==> src/hw/rtl/tfc_pkg.sv <==
// Shared types and constants for the TCP flow table classifier.
`default_nettype none
package tfc_pkg;

  localparam int TABLE_ENTRIES_DEF    = 64;
  localparam int PACKETS_PER_FLOW_DEF = 64;
  localparam int IDX_W                = 6;
  localparam int SLOT_W               = 6;

  typedef enum logic [1:0] {
    OUT_ADDED      = 2'd0,
    OUT_NEW        = 2'd1,
    OUT_CONN_FULL  = 2'd2,
    OUT_TABLE_FULL = 2'd3
  } outcome_t;

  typedef struct packed {
    logic [31:0] src_address;
    logic [31:0] dst_address;
    logic [15:0] src_port_num;
    logic [15:0] dst_port_num;
    logic        end_of_batch;
  } pkt_t;

  typedef struct packed {
    logic [IDX_W-1:0]  flow_index;
    logic [SLOT_W-1:0] packet_slot;
    outcome_t          outcome;
    logic              reverse_direction;
    logic              batch_end;
  } res_t;

  // request walking down the cell row; res starts as the table-full answer
  typedef struct packed {
    logic        valid;
    logic        done;
    logic [31:0] src;
    logic [31:0] dst;
    logic [15:0] sport;
    logic [15:0] dport;
    res_t        res;
  } token_t;

endpackage
`default_nettype wire

==> src/hw/rtl/tfc_cell.sv <==
// One flow table entry: holds a connection and resolves a passing request.
`default_nettype none
module tfc_cell #(
  parameter int INDEX            = 0,
  parameter int PACKETS_PER_FLOW = tfc_pkg::PACKETS_PER_FLOW_DEF
) (
  input  wire logic            clk,
  input  wire logic            rst,
  input  wire logic            advance,
  input  wire tfc_pkg::token_t tok_in,
  output tfc_pkg::token_t      tok_out
);

  localparam int          CNT_W = $clog2(PACKETS_PER_FLOW + 1);
  localparam logic [31:0] IDX   = 32'(INDEX);
  localparam logic [31:0] LIMIT = 32'(PACKETS_PER_FLOW);

  // open bits of the row form a thermometer code of the connection count
  logic             open;
  logic [31:0]      key_src;
  logic [31:0]      key_dst;
  logic [15:0]      key_sport;
  logic [15:0]      key_dport;
  logic [CNT_W-1:0] count;

  tfc_pkg::token_t  tok_next;
  logic             fwd;
  logic             rev;
  logic             act;
  logic [31:0]      count_ext;
  logic             do_alloc;
  logic             do_incr;

  assign count_ext = 32'(count);
  assign act = tok_in.valid && !tok_in.done;
  assign fwd = key_src == tok_in.src && key_dst == tok_in.dst &&
               key_sport == tok_in.sport && key_dport == tok_in.dport;
  assign rev = key_src == tok_in.dst && key_dst == tok_in.src &&
               key_sport == tok_in.dport && key_dport == tok_in.sport;

  always_comb begin
    tok_next = tok_in;
    do_alloc = 1'b0;
    do_incr  = 1'b0;
    if (act) begin
      if (!open) begin
        // first free entry: open the connection here
        do_alloc                            = 1'b1;
        tok_next.done                       = 1'b1;
        tok_next.res.flow_index             = IDX[tfc_pkg::IDX_W-1:0];
        tok_next.res.packet_slot            = '0;
        tok_next.res.outcome                = tfc_pkg::OUT_NEW;
        tok_next.res.reverse_direction      = 1'b0;
      end else if (fwd || rev) begin
        tok_next.done                       = 1'b1;
        tok_next.res.flow_index             = IDX[tfc_pkg::IDX_W-1:0];
        tok_next.res.reverse_direction      = !fwd;
        if (count_ext >= LIMIT) begin
          tok_next.res.packet_slot          = '0;
          tok_next.res.outcome              = tfc_pkg::OUT_CONN_FULL;
        end else begin
          do_incr                           = 1'b1;
          tok_next.res.packet_slot          = count_ext[tfc_pkg::SLOT_W-1:0];
          tok_next.res.outcome              = tfc_pkg::OUT_ADDED;
        end
      end
    end
  end

  always_ff @(posedge clk) begin
    if (rst) begin
      open          <= 1'b0;
      tok_out.valid <= 1'b0;
    end else if (advance) begin
      tok_out <= tok_next;
      if (do_alloc) begin
        open      <= 1'b1;
        key_src   <= tok_in.src;
        key_dst   <= tok_in.dst;
        key_sport <= tok_in.sport;
        key_dport <= tok_in.dport;
        count     <= CNT_W'(1);
      end else if (do_incr) begin
        count <= count + CNT_W'(1);
      end
    end
  end

endmodule
`default_nettype wire

==> config.mk <==
export PLATFORM = sky130hd
export DESIGN_NAME = tfc_cell
export DESIGN_NICKNAME = d
export VERILOG_FILES = /design/src/hw/rtl/tfc_pkg.sv /design/src/hw/rtl/tfc_cell.sv
export SDC_FILE = /design/constraint.sdc
export NUM_CORES = 1
export LEC_CHECK = 0
export BUFFER_PORTS_ARGS = -buffer_cell sky130_fd_sc_hd__buf_2
export CAP_MARGIN = 0
export CORE_MARGIN = 5
export CORE_UTILIZATION = 57
export DETAILED_ROUTE_END_ITERATION = 6
export PLACE_DENSITY_LB_ADDON = 0.15
export REMOVE_ABC_BUFFERS = 1
export SYNTH_ARGS = -nofsm -noshare
export SYNTH_HDL_FRONTEND = slang
export SYNTH_SLANG_ARGS = --single-unit
export TNS_END_PERCENT = 50
==> constraint.sdc <==
create_clock -name clk -period 22.6 [get_ports clk]
set_input_delay 1.13 -clock clk [delete_from_list [all_inputs] [get_ports clk]]
set_output_delay 1.13 -clock clk [all_outputs]
set_load 0.05 [all_outputs]
==> metrics.cfg <==
[cells_and_area]
area_growth_pct = 25.3
n_antenna_cell = 0
layout.nets = 931
drive_above_1_share_pct = 33.8

[sta]
max_slew_margin_pct = 45.8
rsz0062_at_grt = no
period_needed_ns = 3.31
holdWs_ns = 0.512
finalClockSkew_ns = 0.00822
hold_violations = 0
finalSetupTns_ns = 0
clock.fmax_mhz = 302
min_period_over_period_pct = 14.6
tightest_slew_ns = 0.813
drv_slew = 0
finalSetupViolCount = 0

[global_routing]
grt_first_pass_wirelength_um = 32200
track_usage_pct = 22.9
antenna_found_initial = 1
grt_pass1_vias = 5742
grt_max_degree = 65
overflow = 0

[setup_path]
critical_path.slowest_cell = and2_4
setup.worst_path.class = primary input to register
startpoint_type = primary input
crit_chain = buf_2 -> nand2b_1 -> nor2_1 -> and2_4 -> buf_4
worst-r2r-setup-slack_ns = 19.66
crit_family = simple AND/OR/NAND/NOR gates
cp-end-kind = register
slowest_delay_ns = 0.66
crit_required_ns = 22.73
crit_fanout = 49
crit_buf_inv = 2
crit_arrival_ns = 3.44

[route]
ant_nets = 0
drcViolationCount = 0
routed_via_density = 5.42
first_iter_violations = 518
wl_per_cell_um = 21.1
drt_pass1_iterations = 5
wl_um = 22000
vias = 5657

[clock_network]
clk_latency_ns = 0.50
path_clk_slew_ns = 0.06
cts-root-buf = clkbuf_16
cts_tree = done
post_cts_resized = 0
ctsHoldBuffers = 0
post_cts_buffers = 0
h-tree-depth = 1
cts_buffer_depth = 3
cts_buffers = 22
cts.sinks = 218

[power]
switching_share_pct = 23.9
power_frac_seq_pct = 45.8
power_density_mw_per_mm2 = 89.7
combinationalPowerShare_pct = 11.3
clkPwrFrac_pct = 42.9
internal_power_w = 0.000783
p_leak_nw = 4.28
p_sw_w = 0.000245
vdd_drop_max_mv = 0.0563

[die]
rows = 46
initial_core_util_pct = 57.8
die_w_um = 137
die_h_um = 137
core_area_sq_mm = 0.0158
dieArea_sq_mm = 0.0187
io-pin-count = 231

[logic_synthesis]
synthCells = 561
synth.most_common_cell = edfxtp_1
synth_ff_type = edfxtp_1
avgSynthCellArea_sq_um = 16.3
seq_area_frac_synth_pct = 71.4
yosysTopAreaCellShare_pct = 70.9
synth_area_sq_mm = 0.00915
synth_top_cell_by_area = edfxtp_1
synth-edff-count = 216
ys_types = 34
ys_ff_latch = 218
ys_top_cells_by_count = edfxtp_1 (216), xor2_1 (132), xnor2_1 (65), nor4_1 (36), nand4_1 (28)
synth_area_leaders = edfxtp_1 (71%), xor2_1 (13%), xnor2_1 (6.2%)
yosys_warnings = 0
ys_async_sr_fraction_pct = 0

[place]
io_buffers = 230
place_congestion = 0.898
dp_hpwl_um = 16600

[status]
status = completed

[run]
drv_cap = 0

[min_path]
worstHoldPathType = register to register

-- sequential cells by signal, summed over array words and instances, names as in the netlist --
| name | cells |
|---|---|
| key_dst | 32 |
| key_src | 32 |
| key_sport | 16 |
| tok_out | 114 |
| key_dport | 16 |
| count | 7 |
| open | 1 |
-- tightest hold or removal path: cells and delay by family (launching register included) --
kind | cells | cell delay (ns)
simple gates | 1 | 0.08
flops | 1 | 0.33
mux | 1 | 0.07
-- final timing paths --
check	cells after the start	to	from
max	5	key_dst[24]	tok_in[112]
min	2	tok_out[113]	tok_out[113]
max reg2reg	7	count[2]	key_dst[27]
min reg2reg	2	tok_out[113]	tok_out[113]
-- layout by cell type, fill, tap and decap left out, types with 3 or more instances in the layout --
cell and instances:
nand2_1 12, clkinv_2 3, a211o_1 4, clkbuf_16 23, xnor2_1 65, inv_1 4
nor2_1 9, xor2_1 132, nand4_1 28, buf_2 230, edfxtp_1 216, nor2b_1 8
buf_4 3, nand3_1 12, nor4_1 36, bufinv_16 9
-- kinds of logic after synthesis --
logic type | Yosys count | share of synthesized area [%]
compound gates | 16 | 1.38
xor+xnor | 197 | 18.9
fa+ha+maj | 2 | 0.274
buf+inv | 10 | 0.506
flops | 218 | 71.4
mux | 1 | 0.109
simple gates | 117 | 7.51
-- power groups by stage --
stage	clock network [W]	logic, W	registers (W)
CTS	0.000446	0.000117	0.000471
global route	0.000464	0.000122	0.000472
floorplan	0	0.0000249	0.000528
global placement	0	0.000115	0.000479
finish	0.000441	0.000116	0.000471
detailed placement	0	0.000116	0.000479
-- routing by layer --
layer / global-route usage (%) / share of wire, % / vias to the layer above
li1: - / - / 2611
met1: 30.5 / 40 / 2749
met2: 39.0 / 50 / 266
met3: 5.04 / 8.5 / 29
met4: 5.15 / 1.7 / 2
met5: 0 / 0.091 / -
-- cell type report --
| class | count | area (sq um) |
|---|---|---|
| clock inverters | 17 | 318 |
| fillers | 1054 | 4370 |
| clock buffers | 23 | 576 |
| inverters | 4 | 15.0 |
| well taps | 216 | 270 |
| flip-flops and latches | 218 | 6530 |
| repair buffers | 233 | 1170 |
| multi-input cells | 333 | 2580 |
-- stage by stage --
step	utilization (%)	setup slack, ns	cell area [sq um]	instances	power (W)
2_1_floorplan	-	12.98	9110	555	0.000553
3_3_place_gp	66.8	18.88	10600	1004	0.000594
3_5_place_dp	66.8	18.79	10600	1004	0.000596
4_1_cts	72.4	19.34	11500	1044	0.00103
5_1_grt	72.4	19.13	11500	1044	0.00106
6_report	72.4	19.29	11500	1044	0.00103
Note: power is estimated with default switching activity, not from simulation.
